### config.mk
export PLATFORM = sky130hd
export DESIGN_NAME = multi_queue_descriptor_fifo_flat
export DESIGN_NICKNAME = d
export VERILOG_FILES = /design/src/rtl/core/mqdf_pkg.sv /design/src/rtl/core/mqdf_if.sv /design/src/rtl/core/mqdf_ram.sv /design/src/rtl/core/multi_queue_descriptor_fifo.sv /design/src/flat_wrapper.sv
export SDC_FILE = /design/constraint.sdc
export NUM_CORES = 2
export LEC_CHECK = 0
export BUFFER_PORTS_ARGS = -buffer_cell sky130_fd_sc_hd__buf_2
export CAP_MARGIN = 20
export CELL_PAD_IN_SITES_DETAIL_PLACEMENT = 0
export CELL_PAD_IN_SITES_GLOBAL_PLACEMENT = 2
export CORE_UTILIZATION = 40
export DETAILED_ROUTE_END_ITERATION = 12
export GPL_ROUTABILITY_DRIVEN = 0
export GPL_TIMING_DRIVEN = 1
export HOLD_SLACK_MARGIN = 0.02
export PLACE_DENSITY = 0.77
export SKIP_CTS_REPAIR_TIMING = 1
export SLEW_MARGIN = 10
export SYNTH_ARGS = -nofsm -noshare
export SYNTH_HDL_FRONTEND = slang
export SYNTH_MEMORY_MAX_BITS = 65536
export SYNTH_SLANG_ARGS = --single-unit
### constraint.sdc
create_clock -name clk -period 14.7 [get_ports clk]
set_input_delay 4.41 -clock clk [delete_from_list [all_inputs] [get_ports clk]]
set_output_delay 4.41 -clock clk [all_outputs]
set_load 0.02 [all_outputs]
### src/rtl/core/mqdf_pkg.sv
// Shared types and constants for the multi-queue descriptor FIFO.
// No dependencies; used by the channel interfaces and the top level.
package mqdf_pkg;

  // Width of the queue select field on the command channel
  localparam int unsigned QSEL_BITS = 4;

  // Operation carried by a command transaction
  typedef enum logic [0:0] {
    CMD_ENQ = 1'b0,
    CMD_DEQ = 1'b1
  } cmd_t;

endpackage

### src/rtl/core/mqdf_if.sv
// Valid/ready channel interfaces for the multi-queue descriptor FIFO.
// Depends on mqdf_pkg for the command type and queue select width.

// Command channel: one enqueue or dequeue per transaction
interface mqdf_cmd_if #(
  parameter int unsigned HANDLE_BITS = 32
);
  logic                            valid;
  logic                            ready;
  mqdf_pkg::cmd_t                  command;
  logic [mqdf_pkg::QSEL_BITS-1:0]  queue;
  logic [HANDLE_BITS-1:0]          handle_in;

  modport source (output valid, command, queue, handle_in, input ready);
  modport sink   (input valid, command, queue, handle_in, output ready);
endinterface

// Response channel: one result per command
interface mqdf_rsp_if #(
  parameter int unsigned HANDLE_BITS = 32
);
  logic                   valid;
  logic                   ready;
  logic                   ok;
  logic [HANDLE_BITS-1:0] handle_out;
  logic                   now_empty;

  modport source (output valid, ok, handle_out, now_empty, input ready);
  modport sink   (input valid, ok, handle_out, now_empty, output ready);
endinterface

### src/rtl/core/mqdf_ram.sv
// Generic single-clock RAM: one write port, one read port, registered read.
// No dependencies.
module mqdf_ram #(
  parameter int unsigned WIDTH = 32,
  parameter int unsigned WORDS = 128
) (
  input  logic                     clk,
  input  logic                     we,
  input  logic [$clog2(WORDS)-1:0] waddr,
  input  logic [WIDTH-1:0]         wdata,
  input  logic                     re,
  input  logic [$clog2(WORDS)-1:0] raddr,
  output logic [WIDTH-1:0]         rdata
);

  logic [WIDTH-1:0] mem [WORDS];

  // Write port
  always_ff @(posedge clk) begin
    if (we) begin
      mem[waddr] <= wdata;
    end
  end

  // Read port, data held until the next read
  always_ff @(posedge clk) begin
    if (re) begin
      rdata <= mem[raddr];
    end
  end

endmodule

### src/rtl/core/multi_queue_descriptor_fifo.sv
// Multi-queue descriptor FIFO top level: per-queue pointer state and handle slots in RAM.
// Depends on mqdf_pkg, mqdf_cmd_if / mqdf_rsp_if and mqdf_ram.
//
//   channel | dir | transaction carries
//   --------+-----+------------------------------------------
//   cmd     | in  | command, queue, handle_in
//   rsp     | out | ok, handle_out, now_empty
//
// One command in flight at a time: accept, pointer lookup, result. A command is
// accepted in ST_IDLE, looked up in ST_LOOKUP, and ST_DONE loads the result
// register once it is free; only then is the next command taken. The order is set
// by the read-modify-write of the queue-state RAM followed by the slot RAM read.
// Reset is synchronous; queue state reads as empty until a queue is first written.
// The result register holds while rsp.ready is low; the command side waits then.
module multi_queue_descriptor_fifo #(
  parameter int unsigned NUM_QUEUES  = 16,
  parameter int unsigned DEPTH       = 8,
  parameter int unsigned HANDLE_BITS = 32
) (
  input  logic      clk,
  input  logic      rst,
  mqdf_cmd_if.sink  cmd,
  mqdf_rsp_if.source rsp
);

  localparam int unsigned PW = $clog2(DEPTH);
  localparam int unsigned QW = $clog2(NUM_QUEUES);
  localparam int unsigned SLOTS = NUM_QUEUES * DEPTH;
  localparam int unsigned AW = $clog2(SLOTS);
  localparam int unsigned QX = (QW > mqdf_pkg::QSEL_BITS) ? QW : mqdf_pkg::QSEL_BITS;
  localparam logic [PW-1:0] PTR_LAST = PW'(DEPTH - 1);

  // Per-queue state word
  typedef struct packed {
    logic          empty;
    logic [PW-1:0] wr;
    logic [PW-1:0] rd;
  } qstate_t;

  localparam int unsigned QSW = $bits(qstate_t);
  localparam qstate_t QSTATE_RESET = '{empty: 1'b1, wr: PTR_LAST, rd: PTR_LAST};

  typedef enum logic [1:0] {
    ST_IDLE,
    ST_LOOKUP,
    ST_DONE
  } state_t;

  state_t                 state;
  mqdf_pkg::cmd_t         cur_cmd;
  logic [QW-1:0]          cur_q;
  logic                   cur_in_range;
  logic [HANDLE_BITS-1:0] cur_handle;
  logic                   res_ok;
  logic                   res_empty;
  logic                   res_deq;
  logic [NUM_QUEUES-1:0]  qvalid;

  logic                   out_valid;
  logic                   out_ok;
  logic [HANDLE_BITS-1:0] out_handle;
  logic                   out_empty;

  logic                   accept;
  logic                   out_free;
  logic [QX-1:0]          qext;
  logic [QW-1:0]          qidx;
  logic                   in_range;

  logic                   qs_re;
  logic [QSW-1:0]         qs_rdata;
  logic                   qs_we;
  qstate_t                qs_wdata;
  qstate_t                qs;

  logic                   slot_we;
  logic                   slot_re;
  logic [AW-1:0]          slot_addr;
  logic [HANDLE_BITS-1:0] slot_rdata;

  logic                   full;
  logic [PW-1:0]          wnext;
  logic [PW-1:0]          rnext;
  logic [PW-1:0]          slot_ptr;
  logic                   res_ok_next;
  logic                   res_empty_next;
  logic                   res_deq_next;

  // Handshake and queue select decode
  assign accept   = cmd.valid && cmd.ready;
  assign cmd.ready = (state == ST_IDLE);
  assign out_free = !out_valid || rsp.ready;
  assign qext     = QX'(cmd.queue);
  assign qidx     = qext[QW-1:0];
  assign in_range = (32'(cmd.queue) < NUM_QUEUES);

  // Queue-state RAM: read on accept, written back in lookup
  assign qs_re = accept;

  mqdf_ram #(
    .WIDTH (QSW),
    .WORDS (NUM_QUEUES)
  ) u_qstate_ram (
    .clk   (clk),
    .we    (qs_we),
    .waddr (cur_q),
    .wdata (qs_wdata),
    .re    (qs_re),
    .raddr (qidx),
    .rdata (qs_rdata)
  );

  // Handle slot RAM, one row of DEPTH slots per queue
  mqdf_ram #(
    .WIDTH (HANDLE_BITS),
    .WORDS (SLOTS)
  ) u_slot_ram (
    .clk   (clk),
    .we    (slot_we),
    .waddr (slot_addr),
    .wdata (cur_handle),
    .re    (slot_re),
    .raddr (slot_addr),
    .rdata (slot_rdata)
  );

  // Lookup: pointer update, full/empty decisions
  always_comb begin
    qs = qvalid[cur_q] ? qstate_t'(qs_rdata) : QSTATE_RESET;
    full  = (qs.wr == qs.rd) && !qs.empty;
    wnext = (qs.wr == PTR_LAST) ? '0 : qs.wr + PW'(1);
    rnext = (qs.rd == PTR_LAST) ? '0 : qs.rd + PW'(1);

    qs_we          = 1'b0;
    qs_wdata       = qs;
    slot_we        = 1'b0;
    slot_re        = 1'b0;
    slot_ptr       = wnext;
    res_ok_next    = 1'b0;
    res_empty_next = 1'b1;
    res_deq_next   = 1'b0;

    if (state == ST_LOOKUP && cur_in_range) begin
      unique case (cur_cmd)
        mqdf_pkg::CMD_ENQ: begin
          res_empty_next = qs.empty;
          if (!full) begin
            qs_we          = 1'b1;
            qs_wdata       = '{empty: 1'b0, wr: wnext, rd: qs.rd};
            slot_we        = 1'b1;
            res_ok_next    = 1'b1;
            res_empty_next = 1'b0;
          end
        end
        mqdf_pkg::CMD_DEQ: begin
          slot_ptr = rnext;
          if (!qs.empty) begin
            qs_we          = 1'b1;
            qs_wdata       = '{empty: (rnext == qs.wr), wr: qs.wr, rd: rnext};
            slot_re        = 1'b1;
            res_ok_next    = 1'b1;
            res_empty_next = (rnext == qs.wr);
            res_deq_next   = 1'b1;
          end
        end
        default: begin
          res_ok_next = 1'b0;
        end
      endcase
    end

    slot_addr = AW'(cur_q) * AW'(DEPTH) + AW'(slot_ptr);
  end

  // Sequencer and result register
  always_ff @(posedge clk) begin
    if (rst) begin
      state     <= ST_IDLE;
      qvalid    <= '0;
      out_valid <= 1'b0;
    end else begin
      // New result loads when the register is free; otherwise drop on accept
      if (state == ST_DONE && out_free) begin
        out_valid <= 1'b1;
      end else if (rsp.ready) begin
        out_valid <= 1'b0;
      end
      if (qs_we) begin
        qvalid[cur_q] <= 1'b1;
      end
      unique case (state)
        ST_IDLE: begin
          if (accept) begin
            state <= ST_LOOKUP;
          end
        end
        ST_LOOKUP: begin
          state <= ST_DONE;
        end
        ST_DONE: begin
          if (out_free) begin
            state <= ST_IDLE;
          end
        end
        default: begin
          state <= ST_IDLE;
        end
      endcase
    end
  end

  // Payload registers, no reset
  always_ff @(posedge clk) begin
    if (accept) begin
      cur_cmd      <= cmd.command;
      cur_q        <= qidx;
      cur_in_range <= in_range;
      cur_handle   <= cmd.handle_in;
    end
    if (state == ST_LOOKUP) begin
      res_ok    <= res_ok_next;
      res_empty <= res_empty_next;
      res_deq   <= res_deq_next;
    end
    if (state == ST_DONE && out_free) begin
      out_ok     <= res_ok;
      out_empty  <= res_empty;
      out_handle <= res_deq ? slot_rdata : '0;
    end
  end

  assign rsp.valid      = out_valid;
  assign rsp.ok         = out_ok;
  assign rsp.handle_out = out_handle;
  assign rsp.now_empty  = out_empty;

  // Slot RAM never written and read in the same cycle
  a_slot_port_excl: assert property (@(posedge clk) disable iff (rst)
    !(slot_we && slot_re))
    else $error("slot RAM written and read in the same cycle");

  // A slot read is followed by the result stage in the cycle after the read
  a_slot_read_done: assert property (@(posedge clk) disable iff (rst)
    slot_re |=> (state == ST_DONE))
    else $error("slot read not followed by result stage");

  // A new result only comes out of the result stage
  a_result_source: assert property (@(posedge clk) disable iff (rst)
    $rose(out_valid) |-> $past(state == ST_DONE))
    else $error("result raised outside result stage");

endmodule
### src/flat_wrapper.sv
// flat-port wrapper written by rule: the top's interface ports become plain ports
module multi_queue_descriptor_fifo_flat 
#(
  parameter int unsigned NUM_QUEUES  = 16,
  parameter int unsigned DEPTH       = 8,
  parameter int unsigned HANDLE_BITS = 32
)
  (clk, rst, cmd_valid, cmd_command, cmd_queue, cmd_handle_in, cmd_ready, rsp_valid, rsp_ok, rsp_handle_out, rsp_now_empty, rsp_ready);
  mqdf_cmd_if #(.HANDLE_BITS(HANDLE_BITS)) cmd_i ();
  mqdf_rsp_if #(.HANDLE_BITS(HANDLE_BITS)) rsp_i ();
  input  logic clk;
  input  logic rst;
  input wire logic [$bits(cmd_i.valid)-1:0] cmd_valid;
  input wire logic [$bits(cmd_i.command)-1:0] cmd_command;
  input wire logic [$bits(cmd_i.queue)-1:0] cmd_queue;
  input wire logic [$bits(cmd_i.handle_in)-1:0] cmd_handle_in;
  output wire logic [$bits(cmd_i.ready)-1:0] cmd_ready;
  output wire logic [$bits(rsp_i.valid)-1:0] rsp_valid;
  output wire logic [$bits(rsp_i.ok)-1:0] rsp_ok;
  output wire logic [$bits(rsp_i.handle_out)-1:0] rsp_handle_out;
  output wire logic [$bits(rsp_i.now_empty)-1:0] rsp_now_empty;
  input wire logic [$bits(rsp_i.ready)-1:0] rsp_ready;
  assign cmd_i.valid = cmd_valid;
  assign cmd_i.command = cmd_command;
  assign cmd_i.queue = cmd_queue;
  assign cmd_i.handle_in = cmd_handle_in;
  assign cmd_ready = cmd_i.ready;
  assign rsp_valid = rsp_i.valid;
  assign rsp_ok = rsp_i.ok;
  assign rsp_handle_out = rsp_i.handle_out;
  assign rsp_now_empty = rsp_i.now_empty;
  assign rsp_i.ready = rsp_ready;
  multi_queue_descriptor_fifo #(.NUM_QUEUES(NUM_QUEUES), .DEPTH(DEPTH), .HANDLE_BITS(HANDLE_BITS)) u_core (.clk(clk), .rst(rst), .cmd(cmd_i), .rsp(rsp_i));
endmodule
==> flow_metrics.env <==
export IMPL_status="complete, no violations"
export IMPL_port_buffers=76
export IMPL_hpwl_mm=296
export IMPL_rows=238
export IMPL_fin_cells=15800
export IMPL_synth_edf_count=4321
export IMPL_period_share_pct=54.6
export IMPL_grt_pass1_vias=93600
export IMPL_initial_core_util_pct=40.2
export IMPL_p_leak_nw=59.7
export IMPL_switchingPower_mw=6.66
export IMPL_grtUsageTotal_pct=24.6
export IMPL_clockBufferDepth=4
export IMPL_seq_area_frac_synth_pct=77.1
export IMPL_antenna_left=0
export IMPL_clk_pin_slew_ns=0.07
export IMPL_arrival_ns=8.84
export IMPL_power_share_clock_pct=39.3
export IMPL_drt_pass1_iter_count=8
export IMPL_nets=9838
export IMPL_worstSkewPairLatency_ns=1.04
export IMPL_drv_slew=0
export IMPL_avgSynthCellArea_sq_um=17.5
export IMPL_area_delta_synth_final_pct=13.1
export IMPL_period_needed_ns=8.02
export IMPL_powerDensity_mw_per_mm2=142
export IMPL_finalSetupViolations=0
export IMPL_startpoint_type="flop"
export IMPL_dieHeight_um=651
export IMPL_finalSetupTns_ns=0
export IMPL_grt_max_degree=184
export IMPL_fp_dieW_um=651
export IMPL_coreArea_sq_mm=0.420
export IMPL_grt_pass1_wl_mm=742
export IMPL_slew_limit_headroom_pct=16.8
export IMPL_cts_tree="built"
export IMPL_dieArea_sq_mm=0.424
export IMPL_ys_ff_latch=4340
export IMPL_place_inst=14900
export IMPL_synth_nets=9700
export IMPL_synth_cell_types=65
export IMPL_synthArstFlopShare_pct=0
export IMPL_path_class="reg -> reg"
export IMPL_synthCells=9657
export IMPL_peakVddDrop_uv=117
export IMPL_numCtsBuffers=432
export IMPL_fmax_mhz=125
export IMPL_pwr_share_comb_pct=10.0
export IMPL_maxCapViolations=0
export IMPL_tightest_slew_ns=1.23
export IMPL_wl_per_cell_um=34.0
export IMPL_end_kind="flop"
export IMPL_skew_ns=0.0922
export IMPL_drcViolationCount=0
export IMPL_wl_mm=536
export IMPL_drive_above_1_share_pct=16.9
export IMPL_swShare_pct=24.7
export IMPL_cts_root_buffer="clkbuf_16"
export IMPL_via_per_inst=6.23
export IMPL_synth_warnings=0
export IMPL_rsz0062_at_grt="no"
export IMPL_drtIter0Drc=14600
export IMPL_hold_path_class="reg -> reg"
export IMPL_hold_violations=0
export IMPL_synth_flop_cell="edfxtp_1"
export IMPL_syn_area_sq_mm=0.169
export IMPL_p_int_mw=20.4
export IMPL_timing_critical_path_fanout_max=54
export IMPL_clock_sinks=4340
export IMPL_p_seq_share_pct=50.7
export IMPL_cts_htree_levels=5
export IMPL_required_ns=15.52
export IMPL_vias=98100
export IMPL_grt_overflow=0
export IMPL_io_pins=77
export IMPL_antenna_found_initial=65
-- power by group through the flow --
stage / logic, mW / clock network [mW] / registers (mW)
floorplan: 1.40 / 0 / 14.1
global placement: 2.61 / 0 / 14.0
detailed placement: 2.65 / 0 / 14.0
CTS: 2.65 / 10.7 / 13.7
global route: 2.80 / 11.2 / 13.7
finish: 2.70 / 10.6 / 13.7
-- cell usage in the layout (no fill, tap or decap), drive strengths merged, types with 3 or more instances in the layout --
master / instances
a22o: 64
a211oi: 575
o31ai: 36
a41oi: 32
a31o: 32
buf: 434
dfxtp: 19
diode: 88
a32oi: 32
nand3: 80
or3: 5
clkinvlp: 7
edfxtp: 4321
nor2b: 6
a31oi: 190
and3: 482
xnor2: 6
a22oi: 132
nor2: 238
clkinv: 207
o22ai: 64
o221ai: 63
a2bb2oi: 64
o2111ai: 32
mux4: 484
mux2i: 73
clkbuf: 529
o21a: 65
o21ai: 126
inv: 16
and2: 39
a21oi: 435
a211o: 65
a2111o: 63
nor3: 72
mux2: 3
bufinv: 28
nand2b: 5
nand2: 995
-- logic make-up after synthesis --
| family | synth area share [%] |
|---|---|
| fa+ha+maj | 0.0148 |
| flops | 77.1 |
| xor+xnor | 0.0415 |
| simple gates | 5.26 |
| compound gates | 8.70 |
| buf+inv | 1.92 |
| mux | 6.91 |
-- per-stage QoR --
stage / worst slack, ns / util, % / instance area (sq um) / hold WS (ns) / power [mW]
finish: 6.68 / 45.4 / 191000 / 0.468 / 27.0
CTS: 6.86 / 45.3 / 190000 / 0.469 / 27.1
global route: 6.40 / 45.4 / 191000 / 0.489 / 27.7
global placement: 6.74 / 42.1 / 177000 / 0.449 / 16.6
detailed placement: 6.86 / 42.1 / 177000 / 0.453 / 16.6
floorplan: 7.97 / - / 169000 / 0.400 / 15.5
-- sequential cells by signal (all words and copies together), names as in the netlist, 4 cells and up --
name	cells
u_core.u_slot_ram.rdata	32
u_core.cur_q	4
u_core.cur_handle	32
u_core.u_qstate_ram.rdata	7
u_core.rsp.handle_out	32
u_core.qvalid	16
u_core.u_qstate_ram.mem	112
u_core.u_slot_ram.mem	4096
-- synthesized netlist by cell type, drive strengths merged (3+ instances only) --
| master | instances | area share [%] |
|---|---|---|
| a31oi | 190 | 0.70 |
| o31ai | 36 | 0.16 |
| o21a | 65 | 0.29 |
| nor2b | 6 | 0.022 |
| a32oi | 32 | 0.17 |
| a211oi | 575 | 2.6 |
| a31o | 32 | 0.17 |
| nand2b | 5 | 0.019 |
| o2111ai | 32 | 0.17 |
| a21oi | 435 | 1.3 |
| o21ai | 126 | 0.37 |
| a22oi | 132 | 0.59 |
| edfxtp | 4321 | 77 |
| and2 | 39 | 0.14 |
| nand2 | 995 | 2.2 |
| o221ai | 63 | 0.36 |
| and3 | 482 | 1.8 |
| nor2 | 238 | 0.53 |
| inv | 4 | 0.0089 |
| o22ai | 64 | 0.24 |
| clkbuf | 461 | 1.0 |
| a22o | 64 | 0.33 |
| a211o | 65 | 0.34 |
| mux2i | 73 | 0.43 |
| nand3 | 80 | 0.24 |
| or3 | 5 | 0.019 |
| mux2 | 3 | 0.020 |
| a41oi | 32 | 0.17 |
| nor3 | 72 | 0.22 |
| a2bb2oi | 64 | 0.33 |
| mux4 | 484 | 6.5 |
| xnor2 | 6 | 0.031 |
| buf | 271 | 0.88 |
| dfxtp | 19 | 0.23 |
| a2111o | 63 | 0.42 |
-- worst max-delay path, cell delays in order (launching register included) --
cell       delay (ns)
edfxtp_1         0.56
buf_4            0.42
nor2b_1          0.27
a22oi_1          0.35
a21boi_1         0.21
or2_1            0.38
a21o_1           0.20
ha_1             0.24
nor4b_1          0.39
nand3_1          0.20
nand3_4          0.69
buf_4            0.57
buf_4            0.60
buf_4            0.70
mux4_2           0.34
nand2_1          0.06
nand3_1          0.35
o2111ai_1        0.56
buf_4            0.36
a32oi_1          0.20
-- final timing paths --
path | from | depth (start not counted) | slack, ns | end
hold / removal | u_core.qvalid[4]$_SDFFE_PP0N_ | 2 | 0.47 | u_core.qvalid[4]$_SDFFE_PP0N_
hold reg to reg | u_core.qvalid[4]$_SDFFE_PP0N_ | 2 | 0.47 | u_core.qvalid[4]$_SDFFE_PP0N_
setup reg to reg | u_core.cur_q[3]$_DFFE_PP_ | 19 | 6.68 | u_core.u_slot_ram.rdata[15]$_DFFE_PP_
setup / recovery | u_core.cur_q[3]$_DFFE_PP_ | 19 | 6.68 | u_core.u_slot_ram.rdata[15]$_DFFE_PP_
-- final cells by class --
cell class	count	area [sq um]
clock inverter	254	2150
tap	5520	6910
timing repair buffer	436	3520
multi-input combinational	4581	36500
inverter	4	15.0
clock buffer	527	11300
antenna	88	220
sequential	4340	130000
fill	35700	229000
-- metal layers --
layer,routed length (um),up-vias,GRT usage [%],share of wire [%]
met2,240000,5870,37.1,45
li1,-,39600,-,-
met5,60,-,0,0.011
met1,209000,51700,34.5,39
met3,59800,955,5.34,11
met4,26900,8,10.9,5.0
No activity file was read; power rests on OpenSTA's default activity.
